--- src/design/ack_rt_pkg.sv ---
`timescale 1ns / 1ps
// ----------------------------------------------------------------------------
// ack_rt_pkg
// Shared types and constants of the acknowledgement retransmission table.
// ----------------------------------------------------------------------------
package ack_rt_pkg;

   localparam int ENTRIES      = 16;
   localparam int CNT_W        = $clog2(ENTRIES + 1);
   localparam int SEQ_W        = 32;
   localparam int TAG_W        = 16;
   localparam int TIME_W       = 32;
   localparam int TIMEOUT_W    = 16;
   localparam int RESENDS_W    = 3;
   localparam int REMOVED_W    = 5;
   localparam int REMOVED_MAX  = 31;
   localparam int CSR_IDX_W    = 1;
   localparam int CSR_DATA_W   = 16;

   localparam logic [TIMEOUT_W-1:0] TIMEOUT_RESET     = TIMEOUT_W'(100);
   localparam logic [RESENDS_W-1:0] MAX_RESENDS_RESET = RESENDS_W'(5);

   localparam logic [CSR_IDX_W-1:0] CSR_TIMEOUT     = CSR_IDX_W'(0);
   localparam logic [CSR_IDX_W-1:0] CSR_MAX_RESENDS = CSR_IDX_W'(1);

   typedef enum logic [1:0] {
      ACT_TRACK = 2'd0,
      ACT_ACK   = 2'd1,
      ACT_SCAN  = 2'd2,
      ACT_NONE  = 2'd3
   } action_type;

   typedef enum logic [2:0] {
      S_IDLE,
      S_TRACK,
      S_ACK_RING,
      S_COLLAPSE,
      S_SCAN,
      S_FINISH
   } state_type;

   typedef struct packed {
      logic [SEQ_W-1:0]     seq;
      logic [TAG_W-1:0]     tag;
      logic [TIME_W-1:0]    sent;
      logic [RESENDS_W-1:0] resends;
   } body_type;

   typedef struct packed {
      logic     valid;
      body_type body;
   } entry_type;

   typedef struct packed {
      logic load;
      logic shift;
      logic collapse;
   } cell_ctrl_type;

   typedef struct packed {
      logic                 resend_valid;
      logic [SEQ_W-1:0]     seq_out;
      logic [TAG_W-1:0]     tag_out;
      logic [RESENDS_W-1:0] attempt;
      logic                 status;
      logic [REMOVED_W-1:0] removed_count;
      logic                 last;
   } rsp_type;

endpackage

--- src/design/ack_rt_req_if.sv ---
`timescale 1ns / 1ps
// ----------------------------------------------------------------------------
// ack_rt_req_if
// Request channel: track, acknowledge or scan commands.
// ----------------------------------------------------------------------------
interface ack_rt_req_if;
   import ack_rt_pkg::*;

   logic                 valid;
   logic                 ready;
   logic [1:0]           action;
   logic [SEQ_W-1:0]     seq;
   logic [TAG_W-1:0]     packet_tag;
   logic [TIME_W-1:0]    now_ms;

   modport source (output valid, action, seq, packet_tag, now_ms, input ready);
   modport sink   (input valid, action, seq, packet_tag, now_ms, output ready);
endinterface

--- src/design/ack_rt_rsp_if.sv ---
`timescale 1ns / 1ps
// ----------------------------------------------------------------------------
// ack_rt_rsp_if
// Response channel: resend beats and closing beats.
// ----------------------------------------------------------------------------
interface ack_rt_rsp_if;
   import ack_rt_pkg::*;

   logic                 valid;
   logic                 ready;
   logic                 resend_valid;
   logic [SEQ_W-1:0]     seq_out;
   logic [TAG_W-1:0]     tag_out;
   logic [RESENDS_W-1:0] attempt;
   logic                 status;
   logic [REMOVED_W-1:0] removed_count;
   logic                 last;

   modport source (output valid, resend_valid, seq_out, tag_out, attempt, status,
                   removed_count, last, input ready);
   modport sink   (input valid, resend_valid, seq_out, tag_out, attempt, status,
                   removed_count, last, output ready);
endinterface

--- src/design/ack_rt_cell.sv ---
`timescale 1ns / 1ps
// ----------------------------------------------------------------------------
// ack_rt_cell
// One table slot; loads a new entry, takes its neighbour's entry on a ring
// shift, or pulls it up while a hole lies at or ahead of it.
// ----------------------------------------------------------------------------
module ack_rt_cell (
   input  logic                      clock,
   input  logic                      reset,
   input  ack_rt_pkg::cell_ctrl_type ctrl,
   input  ack_rt_pkg::entry_type     load_entry,
   input  ack_rt_pkg::entry_type     nb_entry,
   input  logic                      hole_in,
   output ack_rt_pkg::entry_type     entry,
   output logic                      hole_out
);
   import ack_rt_pkg::*;

   logic     valid_ff, valid_in;
   body_type body_ff, body_in;
   logic     pull;

   // a hole here or earlier means everything from here on moves up one
   assign pull = ctrl.collapse && (hole_in || !valid_ff);

   always_comb begin
      valid_in = valid_ff;
      body_in  = body_ff;
      if (ctrl.load) begin
         valid_in = load_entry.valid;
         body_in  = load_entry.body;
      end else if (ctrl.shift || pull) begin
         valid_in = nb_entry.valid;
         body_in  = nb_entry.body;
      end
   end

   always_ff @(posedge clock) begin
      if (reset) begin
         valid_ff <= 1'b0;
      end else begin
         valid_ff <= valid_in;
      end
   end

   always_ff @(posedge clock) begin
      body_ff <= body_in;
   end

   assign entry.valid = valid_ff;
   assign entry.body  = body_ff;
   assign hole_out    = hole_in || !valid_ff;

endmodule

--- src/design/ack_rt_head.sv ---
`timescale 1ns / 1ps
// ----------------------------------------------------------------------------
// ack_rt_head
// Head-of-ring processing: sequence match for acknowledges, timeout test
// and restamp for scans. The updated entry goes back in at the tail.
// ----------------------------------------------------------------------------
module ack_rt_head (
   input  logic                                  scan_mode,
   input  ack_rt_pkg::entry_type                 head_entry,
   input  logic [ack_rt_pkg::SEQ_W-1:0]          req_seq,
   input  logic [ack_rt_pkg::TIME_W-1:0]         now_ms,
   input  logic [ack_rt_pkg::TIMEOUT_W-1:0]      timeout_ms,
   input  logic [ack_rt_pkg::RESENDS_W-1:0]      max_resends,
   output ack_rt_pkg::entry_type                 back_entry,
   output logic                                  hit
);
   import ack_rt_pkg::*;

   logic [TIME_W-1:0] elapsed;
   logic              expired;
   logic              match;

   assign elapsed = now_ms - head_entry.body.sent;
   assign expired = head_entry.valid
                    && (elapsed > {{(TIME_W-TIMEOUT_W){1'b0}}, timeout_ms})
                    && (head_entry.body.resends < max_resends);
   assign match   = head_entry.valid && (head_entry.body.seq == req_seq);

   always_comb begin
      back_entry = head_entry;
      if (scan_mode) begin
         hit = expired;
         if (expired) begin
            back_entry.body.sent    = now_ms;
            back_entry.body.resends = head_entry.body.resends + RESENDS_W'(1);
         end
      end else begin
         hit = match;
         // acknowledged entries go back as holes, squeezed out afterwards
         if (match) begin
            back_entry.valid = 1'b0;
         end
      end
   end

endmodule

--- src/design/ack_retransmit_table.sv ---
`timescale 1ns / 1ps
// ----------------------------------------------------------------------------
// ack_retransmit_table
// Ordered table of sent packets awaiting acknowledgement, kept in a ring of
// cells that rotates through one head unit.
// ----------------------------------------------------------------------------
// Usage:
//   req_ch carries one command per beat: track appends an entry stamped with
//   now_ms unless the table is full, acknowledge removes all entries with
//   the given sequence, scan emits a beat for every timed-out entry below
//   the resend limit in table order. Every command ends with exactly one
//   beat on rsp_ch with last set. csr_* writes the timeout (index 0) and
//   resend limit (index 1); the user must write only while idle, which
//   the block does not enforce.
// Operation (ENTRIES cells): acknowledge makes one ring rotation through
//   the head, then a squeeze pass; scan makes one rotation, pausing under
//   rsp back-pressure. One command is in flight at a time.
// Reset: table emptied, timeout 100 ms, resend limit 5, no beat pending.
// Stalls: the response register holds its beat while rsp_ch.ready is low;
//   during a scan the ring stops on an expired entry until the previous
//   beat has left.
// ----------------------------------------------------------------------------
module ack_retransmit_table (
   input  logic                                 clock,
   input  logic                                 reset,
   ack_rt_req_if.sink                           req_ch,
   ack_rt_rsp_if.source                         rsp_ch,
   input  logic                                 csr_wr_en,
   input  logic [ack_rt_pkg::CSR_IDX_W-1:0]     csr_index,
   input  logic [ack_rt_pkg::CSR_DATA_W-1:0]    csr_wdata
);
   import ack_rt_pkg::*;

   state_type state_ff, state_in;

   logic [TIMEOUT_W-1:0] timeout_ff, timeout_in;
   logic [RESENDS_W-1:0] max_resends_ff, max_resends_in;

   logic [SEQ_W-1:0]  seq_ff;
   logic [TAG_W-1:0]  tag_ff;
   logic [TIME_W-1:0] now_ff;

   logic [CNT_W-1:0] fill_ff, fill_in;
   logic [CNT_W-1:0] step_ff, step_in;
   logic [CNT_W-1:0] removed_ff, removed_in;
   logic             status_ff, status_in;

   rsp_type rsp_ff, rsp_in;
   logic    rsp_valid_ff, rsp_valid_in;

   logic req_accept;
   logic out_free;
   logic last_step;
   logic full;

   logic ring_shift;
   logic collapse;
   logic step_adv;
   logic track_load;
   logic emit_resend;
   logic emit_close;

   entry_type     cells   [ENTRIES];
   logic          holes   [ENTRIES+1];
   cell_ctrl_type ctrls   [ENTRIES];
   entry_type     new_entry;
   entry_type     tail_in;
   entry_type     back_entry;
   logic          head_hit;
   logic [31:0]   removed_wide;

   assign req_accept = req_ch.valid && req_ch.ready;
   assign out_free   = !rsp_valid_ff || rsp_ch.ready;
   assign last_step  = (step_ff == CNT_W'(ENTRIES - 1));
   assign full       = (fill_ff == CNT_W'(ENTRIES));

   // next state
   always_comb begin
      state_in = state_ff;
      case (state_ff)
         S_IDLE: begin
            if (req_accept) begin
               case (action_type'(req_ch.action))
                  ACT_TRACK: state_in = S_TRACK;
                  ACT_ACK:   state_in = S_ACK_RING;
                  ACT_SCAN:  state_in = S_SCAN;
                  default:   state_in = S_FINISH;
               endcase
            end
         end
         S_TRACK:    state_in = S_FINISH;
         S_ACK_RING: if (last_step) state_in = S_COLLAPSE;
         S_COLLAPSE: if (last_step) state_in = S_FINISH;
         S_SCAN:     if (ring_shift && last_step) state_in = S_FINISH;
         S_FINISH:   if (out_free) state_in = S_IDLE;
         default:    state_in = S_IDLE;
      endcase
   end

   // control outputs
   always_comb begin
      req_ch.ready = 1'b0;
      ring_shift   = 1'b0;
      collapse     = 1'b0;
      track_load   = 1'b0;
      emit_resend  = 1'b0;
      emit_close   = 1'b0;
      case (state_ff)
         S_IDLE:     req_ch.ready = 1'b1;
         S_TRACK:    track_load   = !full;
         S_ACK_RING: ring_shift   = 1'b1;
         S_COLLAPSE: collapse     = 1'b1;
         S_SCAN: begin
            ring_shift  = !head_hit || out_free;
            emit_resend = head_hit && out_free;
         end
         S_FINISH:   emit_close   = out_free;
         default: begin
            ring_shift = 1'b0;
         end
      endcase
   end

   assign step_adv = ring_shift || collapse;

   // head unit and the cell chain
   ack_rt_head u_head (
      .scan_mode   (state_ff == S_SCAN),
      .head_entry  (cells[0]),
      .req_seq     (seq_ff),
      .now_ms      (now_ff),
      .timeout_ms  (timeout_ff),
      .max_resends (max_resends_ff),
      .back_entry  (back_entry),
      .hit         (head_hit)
   );

   always_comb begin
      new_entry.valid        = 1'b1;
      new_entry.body.seq     = seq_ff;
      new_entry.body.tag     = tag_ff;
      new_entry.body.sent    = now_ff;
      new_entry.body.resends = '0;
      tail_in                = back_entry;
      if (collapse) begin
         tail_in.valid = 1'b0;
      end
   end

   assign holes[0] = 1'b0;

   for (genvar i = 0; i < ENTRIES; i++) begin : g_cell
      entry_type nb;
      if (i == ENTRIES - 1) begin : g_tail
         assign nb = tail_in;
      end else begin : g_mid
         assign nb = cells[i+1];
      end

      assign ctrls[i].load     = track_load && (fill_ff == CNT_W'(i));
      assign ctrls[i].shift    = ring_shift;
      assign ctrls[i].collapse = collapse;

      ack_rt_cell u_cell (
         .clock      (clock),
         .reset      (reset),
         .ctrl       (ctrls[i]),
         .load_entry (new_entry),
         .nb_entry   (nb),
         .hole_in    (holes[i]),
         .entry      (cells[i]),
         .hole_out   (holes[i+1])
      );
   end

   // counters and flags
   always_comb begin
      fill_in    = fill_ff;
      step_in    = step_ff;
      removed_in = removed_ff;
      status_in  = status_ff;
      if (req_accept) begin
         step_in    = '0;
         removed_in = '0;
         status_in  = 1'b0;
      end else begin
         if (step_adv) begin
            step_in = last_step ? '0 : step_ff + CNT_W'(1);
         end
         if (state_ff == S_ACK_RING && head_hit) begin
            removed_in = removed_ff + CNT_W'(1);
         end
         if (state_ff == S_COLLAPSE && last_step) begin
            fill_in = fill_ff - removed_ff;
         end
         if (state_ff == S_TRACK) begin
            status_in = full;
            if (!full) begin
               fill_in = fill_ff + CNT_W'(1);
            end
         end
      end
   end

   // configuration registers
   always_comb begin
      timeout_in     = timeout_ff;
      max_resends_in = max_resends_ff;
      if (csr_wr_en) begin
         case (csr_index)
            CSR_TIMEOUT:     timeout_in     = csr_wdata[TIMEOUT_W-1:0];
            CSR_MAX_RESENDS: max_resends_in = csr_wdata[RESENDS_W-1:0];
            default:         timeout_in     = timeout_ff;
         endcase
      end
   end

   // response register
   assign removed_wide = {{(32-CNT_W){1'b0}}, removed_ff};

   always_comb begin
      rsp_in       = rsp_ff;
      rsp_valid_in = rsp_valid_ff && !rsp_ch.ready;
      if (emit_resend) begin
         rsp_in.resend_valid  = 1'b1;
         rsp_in.seq_out       = cells[0].body.seq;
         rsp_in.tag_out       = cells[0].body.tag;
         rsp_in.attempt       = back_entry.body.resends;
         rsp_in.status        = 1'b0;
         rsp_in.removed_count = '0;
         rsp_in.last          = 1'b0;
         rsp_valid_in         = 1'b1;
      end else if (emit_close) begin
         rsp_in.resend_valid  = 1'b0;
         rsp_in.seq_out       = '0;
         rsp_in.tag_out       = '0;
         rsp_in.attempt       = '0;
         rsp_in.status        = status_ff;
         rsp_in.removed_count = (removed_wide > 32'(REMOVED_MAX))
                                ? REMOVED_W'(REMOVED_MAX) : removed_wide[REMOVED_W-1:0];
         rsp_in.last          = 1'b1;
         rsp_valid_in         = 1'b1;
      end
   end

   always_ff @(posedge clock) begin
      if (reset) begin
         state_ff       <= S_IDLE;
         timeout_ff     <= TIMEOUT_RESET;
         max_resends_ff <= MAX_RESENDS_RESET;
         fill_ff        <= '0;
         step_ff        <= '0;
         removed_ff     <= '0;
         status_ff      <= 1'b0;
         rsp_valid_ff   <= 1'b0;
      end else begin
         state_ff       <= state_in;
         timeout_ff     <= timeout_in;
         max_resends_ff <= max_resends_in;
         fill_ff        <= fill_in;
         step_ff        <= step_in;
         removed_ff     <= removed_in;
         status_ff      <= status_in;
         rsp_valid_ff   <= rsp_valid_in;
      end
   end

   always_ff @(posedge clock) begin
      rsp_ff <= rsp_in;
      if (req_accept) begin
         seq_ff <= req_ch.seq;
         tag_ff <= req_ch.packet_tag;
         now_ff <= req_ch.now_ms;
      end
   end

   assign rsp_ch.valid         = rsp_valid_ff;
   assign rsp_ch.resend_valid  = rsp_ff.resend_valid;
   assign rsp_ch.seq_out       = rsp_ff.seq_out;
   assign rsp_ch.tag_out       = rsp_ff.tag_out;
   assign rsp_ch.attempt       = rsp_ff.attempt;
   assign rsp_ch.status        = rsp_ff.status;
   assign rsp_ch.removed_count = rsp_ff.removed_count;
   assign rsp_ch.last          = rsp_ff.last;

endmodule

--- src/flat_wrapper.sv ---
// flat-port wrapper written by rule: the top's interface ports become plain ports
module ack_retransmit_table_flat import ack_rt_pkg::*;
  (clock, reset, csr_wr_en, csr_index, csr_wdata, req_ch_valid, req_ch_action, req_ch_seq, req_ch_packet_tag, req_ch_now_ms, req_ch_ready, rsp_ch_valid, rsp_ch_resend_valid, rsp_ch_seq_out, rsp_ch_tag_out, rsp_ch_attempt, rsp_ch_status, rsp_ch_removed_count, rsp_ch_last, rsp_ch_ready);
  ack_rt_req_if req_ch_i ();
  ack_rt_rsp_if rsp_ch_i ();
  input  logic clock;
  input  logic reset;
  input  logic csr_wr_en;
  input  logic [ack_rt_pkg::CSR_IDX_W-1:0] csr_index;
  input  logic [ack_rt_pkg::CSR_DATA_W-1:0] csr_wdata;
  input wire logic [$bits(req_ch_i.valid)-1:0] req_ch_valid;
  input wire logic [$bits(req_ch_i.action)-1:0] req_ch_action;
  input wire logic [$bits(req_ch_i.seq)-1:0] req_ch_seq;
  input wire logic [$bits(req_ch_i.packet_tag)-1:0] req_ch_packet_tag;
  input wire logic [$bits(req_ch_i.now_ms)-1:0] req_ch_now_ms;
  output wire logic [$bits(req_ch_i.ready)-1:0] req_ch_ready;
  output wire logic [$bits(rsp_ch_i.valid)-1:0] rsp_ch_valid;
  output wire logic [$bits(rsp_ch_i.resend_valid)-1:0] rsp_ch_resend_valid;
  output wire logic [$bits(rsp_ch_i.seq_out)-1:0] rsp_ch_seq_out;
  output wire logic [$bits(rsp_ch_i.tag_out)-1:0] rsp_ch_tag_out;
  output wire logic [$bits(rsp_ch_i.attempt)-1:0] rsp_ch_attempt;
  output wire logic [$bits(rsp_ch_i.status)-1:0] rsp_ch_status;
  output wire logic [$bits(rsp_ch_i.removed_count)-1:0] rsp_ch_removed_count;
  output wire logic [$bits(rsp_ch_i.last)-1:0] rsp_ch_last;
  input wire logic [$bits(rsp_ch_i.ready)-1:0] rsp_ch_ready;
  assign req_ch_i.valid = req_ch_valid;
  assign req_ch_i.action = req_ch_action;
  assign req_ch_i.seq = req_ch_seq;
  assign req_ch_i.packet_tag = req_ch_packet_tag;
  assign req_ch_i.now_ms = req_ch_now_ms;
  assign req_ch_ready = req_ch_i.ready;
  assign rsp_ch_valid = rsp_ch_i.valid;
  assign rsp_ch_resend_valid = rsp_ch_i.resend_valid;
  assign rsp_ch_seq_out = rsp_ch_i.seq_out;
  assign rsp_ch_tag_out = rsp_ch_i.tag_out;
  assign rsp_ch_attempt = rsp_ch_i.attempt;
  assign rsp_ch_status = rsp_ch_i.status;
  assign rsp_ch_removed_count = rsp_ch_i.removed_count;
  assign rsp_ch_last = rsp_ch_i.last;
  assign rsp_ch_i.ready = rsp_ch_ready;
  ack_retransmit_table u_core (.clock(clock), .reset(reset), .req_ch(req_ch_i), .rsp_ch(rsp_ch_i), .csr_wr_en(csr_wr_en), .csr_index(csr_index), .csr_wdata(csr_wdata));
endmodule
--- config.mk ---
export PLATFORM = sky130hd
export DESIGN_NAME = ack_retransmit_table_flat
export DESIGN_NICKNAME = d
export VERILOG_FILES = /design/src/design/ack_rt_pkg.sv /design/src/design/ack_rt_req_if.sv /design/src/design/ack_rt_rsp_if.sv /design/src/design/ack_rt_cell.sv /design/src/design/ack_rt_head.sv /design/src/design/ack_retransmit_table.sv /design/src/flat_wrapper.sv
export SDC_FILE = /design/constraint.sdc
export NUM_CORES = 2
export LEC_CHECK = 0
export BUFFER_PORTS_ARGS = -buffer_cell sky130_fd_sc_hd__buf_2
export CAP_MARGIN = 5
export CELL_PAD_IN_SITES_DETAIL_PLACEMENT = 0
export CELL_PAD_IN_SITES_GLOBAL_PLACEMENT = 1
export CORE_ASPECT_RATIO = 2
export CORE_MARGIN = 3
export CORE_UTILIZATION = 48
export CTS_CLUSTER_DIAMETER = 120
export DETAILED_ROUTE_END_ITERATION = 16
export PLACE_DENSITY = 0.74
export SYNTH_ARGS = -nofsm -noshare
export SYNTH_HDL_FRONTEND = slang
export SYNTH_SLANG_ARGS = --single-unit
--- constraint.sdc ---
create_clock -name clock -period 7 [get_ports clock]
set_input_delay 1.4 -clock clock [delete_from_list [all_inputs] [get_ports clock]]
set_output_delay 1.4 -clock clock [all_outputs]
set_load 0.02 [all_outputs]
==> flow_metrics.tcl <==
set metrics [dict create \
    run_status "complete, no violations" \
    hold_viol 0 \
    place_inst 5867 \
    netlist_instances 4345 \
    drive_above_1_share_pct 13.45 \
    clock.fmax_ghz 0.1639 \
    clk_latency_ns 0.77 \
    drtPass1Iterations 6 \
    critical_path_class "register to register" \
    grt_first_pass_wirelength_um 269100 \
    drt_iter0_markers 4291 \
    drv_cap 0 \
    worstPathArrival_ns 6.71 \
    vias_per_cell 6.543 \
    regArea_mm2 0.04459 \
    die_area_mm2 0.1395 \
    fin_crit_sh_pct 87.16 \
    setup_tns_ns 0 \
    place_hpwl_um 116000 \
    chipWidth_um 265.6 \
    synth_nets 4516 \
    fillers 10720 \
    vias 40010 \
    cts.sinks 1522 \
    vdd_drop_max_uv 386.7 \
    final_common_cell "edfxtp_1" \
    crit_path_max_fanout 80 \
    tritoncts "done" \
    worst_setup_path_start_kind "register" \
    netlist.area_leader.share_pct 65.48 \
    wirelength_um 183900 \
    synth_edf_count 1411 \
    cts_buffers 137 \
    avgSynthCellArea_um2 14.89 \
    htreeDepth 4 \
    net-switching-power_uw 15910 \
    clockPowerShare_pct 17.6 \
    postCtsSetupRepairBufs 0 \
    cts-root-buf "clkbuf_16" \
    ys_top_cells_by_area "edfxtp_1 (65%), a22o_1 (17%), dfxtp_1 (3.4%)" \
    setup_viol 0 \
    pwr-share-seq_pct 44.9 \
    drc 0 \
    antenna_found_initial 2 \
    synthArstFlopShare_pct 0 \
    portBuffers 164 \
    io_pins 165 \
    instances_no_fill 6115 \
    synth.distinct_cells 70 \
    nets 4459 \
    grt_use_total_pct 25.96 \
    detail_route.wl_per_cell_um 30.07 \
    setup_slack_ns 0.8988 \
    layout_common_cells "edfxtp_1 (1,411), a22o_1 (1,280), buf_2 (164)" \
    grt_pass1_vias 39830 \
    ctsResizeCount 0 \
    hold_ws_ns 0.4606 \
    cell_internal_pwr_uw 27220 \
    clockBufferDepth 3 \
    synth_area_leader_cell "edfxtp_1" \
    multi_input_area_mm2 0.01752 \
    worst_pin_slew_ns 1.119 \
    p_comb_share_pct 37.5 \
    dpl_worst_slack_ns 0.8666 \
    area_delta_synth_final_pct 10.92 \
    hold_path_class "register to register" \
    die_y_um 525.2 \
    leakage_uw 0.02597 \
    synth_flop_cell "edfxtp_1" \
    yosysWarnings 0 \
    core_area_mm2 0.1331 \
    sw_frac_of_total_pct 36.89 \
    crit_required_ns 7.61 \
    clock_skew_ns 0.03001 \
    initial_utilization_pct 48.60 \
    overflow 0 \
    worstSetupEndpointType "register" \
    p_per_area_mw_per_mm2 600.9 \
    min_period_ns 6.101 \
    gp_congestion 0.8826 \
    rsz0062_at_grt "no" \
    synth-seq-cells 1522 \
    synth_area_mm2 0.06470 \
    grt_max_degree 81 \
    cts_hold_buf 0 \
    path_clk_slew_ns 0.06 \
    slew_headroom_pct 25.01 \
    drv_slew 0 \
    seq_area_frac_synth_pct 68.92 \
    ant_nets 0 \
    std_cell_rows 189 \
]
-- flip-flops by register name (all words and copies together) (netlist names), 5 cells and up --
| name | cells |
|---|---|
| u_core.rsp_ch.removed_count | 5 |
| u_core.rsp_ch.tag_out | 16 |
| u_core.tag_ff | 16 |
| u_core.removed_ff | 5 |
| u_core.step_ff | 5 |
| u_core.rsp_ch.seq_out | 32 |
| u_core.timeout_ff | 16 |
| u_core.g_cell.u_cell.entry | 1328 |
| u_core.g_cell.u_cell.valid_ff | 16 |
| u_core.seq_ff | 32 |
| u_core.fill_ff | 5 |
| u_core.now_ff | 32 |
-- worst paths after layout --
path	startpoint	endpoint	slack (ns)	depth (start not counted)
worst max-delay path	u_core.now_ff[1]$_DFFE_PP_	u_core.g_cell[1].u_cell.entry[57]$_DFFE_PP_	0.90	19
worst min-delay path	u_core.g_cell[6].u_cell.entry[1]$_SDFFE_PP0N_	u_core.g_cell[6].u_cell.entry[1]$_SDFFE_PP0N_	0.46	2
worst max register to register	u_core.now_ff[1]$_DFFE_PP_	u_core.g_cell[1].u_cell.entry[57]$_DFFE_PP_	0.90	19
worst min register to register	u_core.g_cell[6].u_cell.entry[1]$_SDFFE_PP0N_	u_core.g_cell[6].u_cell.entry[1]$_SDFFE_PP0N_	0.46	2
-- synth_stat cells (all sizes together) (6+ instances only) --
cell,number
nor3,22
edfxtp,1411
xnor2,15
nand2b,10
nor2,77
and4,6
nand4,21
ha,65
mux2i,13
a21o,15
buf,208
a21oi,141
nor2b,7
nand2,105
a31oi,19
o21ai,90
xor2,41
clkbuf,306
and3,10
dfxtp,111
inv,81
or3,23
nand3,61
or2,6
and2,70
nor4,21
a211o,10
a22o,1280
a211oi,16
o211ai,12
-- cell type report --
type,count,share of cell area [%]
Inverter,81,0.4271
Multi-Input combinational cell,2228,24.41
Clock inverter,79,1.044
Antenna cell,2,0.006973
Sequential cell,1522,62.13
Timing Repair Buffer,318,3.910
Tap cell,1719,2.997
Clock buffer,166,5.075
-- worst max-delay path: stages, from the launching register on --
cell       delay, ns
edfxtp_1        0.38
buf_4           0.22
ha_1            0.29
nor2b_1         0.17
o2111ai_1       0.23
a2111o_1        0.60
nand2_1         0.16
xor2_1          0.23
ha_1            0.28
nand4_1         0.13
nor2_1          0.06
a221o_1         0.32
o31a_1          0.30
a211o_1         0.26
a2111o_1        0.30
or4_4           0.54
o211a_4         0.40
buf_12          0.25
nand2_8         0.43
a22o_1          0.25
-- metal layers --
| layer | wire [um] | global-route usage [%] | up-vias |
|---|---|---|---|
| met5 | 0 | 0 | - |
| met4 | 7993 | 10.70 | 0 |
| met3 | 11060 | 3.812 | 361 |
| met2 | 95470 | 46.36 | 1733 |
| met1 | 69340 | 31.36 | 20630 |
| li1 | - | - | 17290 |
-- power groups by stage --
stage	sequential (uW)	combinational, uW	clock (uW)
finish	19300	16200	7600
global route	19700	17200	8070
CTS	19300	16200	7740
detailed placement	19300	16100	0
floorplan	18400	10600	0
global placement	19400	15800	0
-- cells by family (layout without fill, tap and decap cells) --
logic type	Yosys count	after routing	share of synthesized area, %
compound gates	1638	1638	20.68
xor+xnor	56	56	0.7580
fa+ha+maj	67	67	1.319
buf+inv	595	644	4.322
flops	1522	1522	68.92
mux	15	15	0.2359
other cells	0	2	0
simple gates	452	452	3.763
-- per-stage QoR --
stage / utilization [%] / total power (uW) / cell area, um^2
after floorplan: - / 29000 / 64720
after global placement: 50.60 / 35200 / 67360
after detailed placement: 50.60 / 35420 / 67360
after CTS: 53.90 / 43230 / 71760
after global routing: 53.91 / 44910 / 71770
final: 53.91 / 43130 / 71770
No activity file was read; power rests on OpenSTA's default activity.
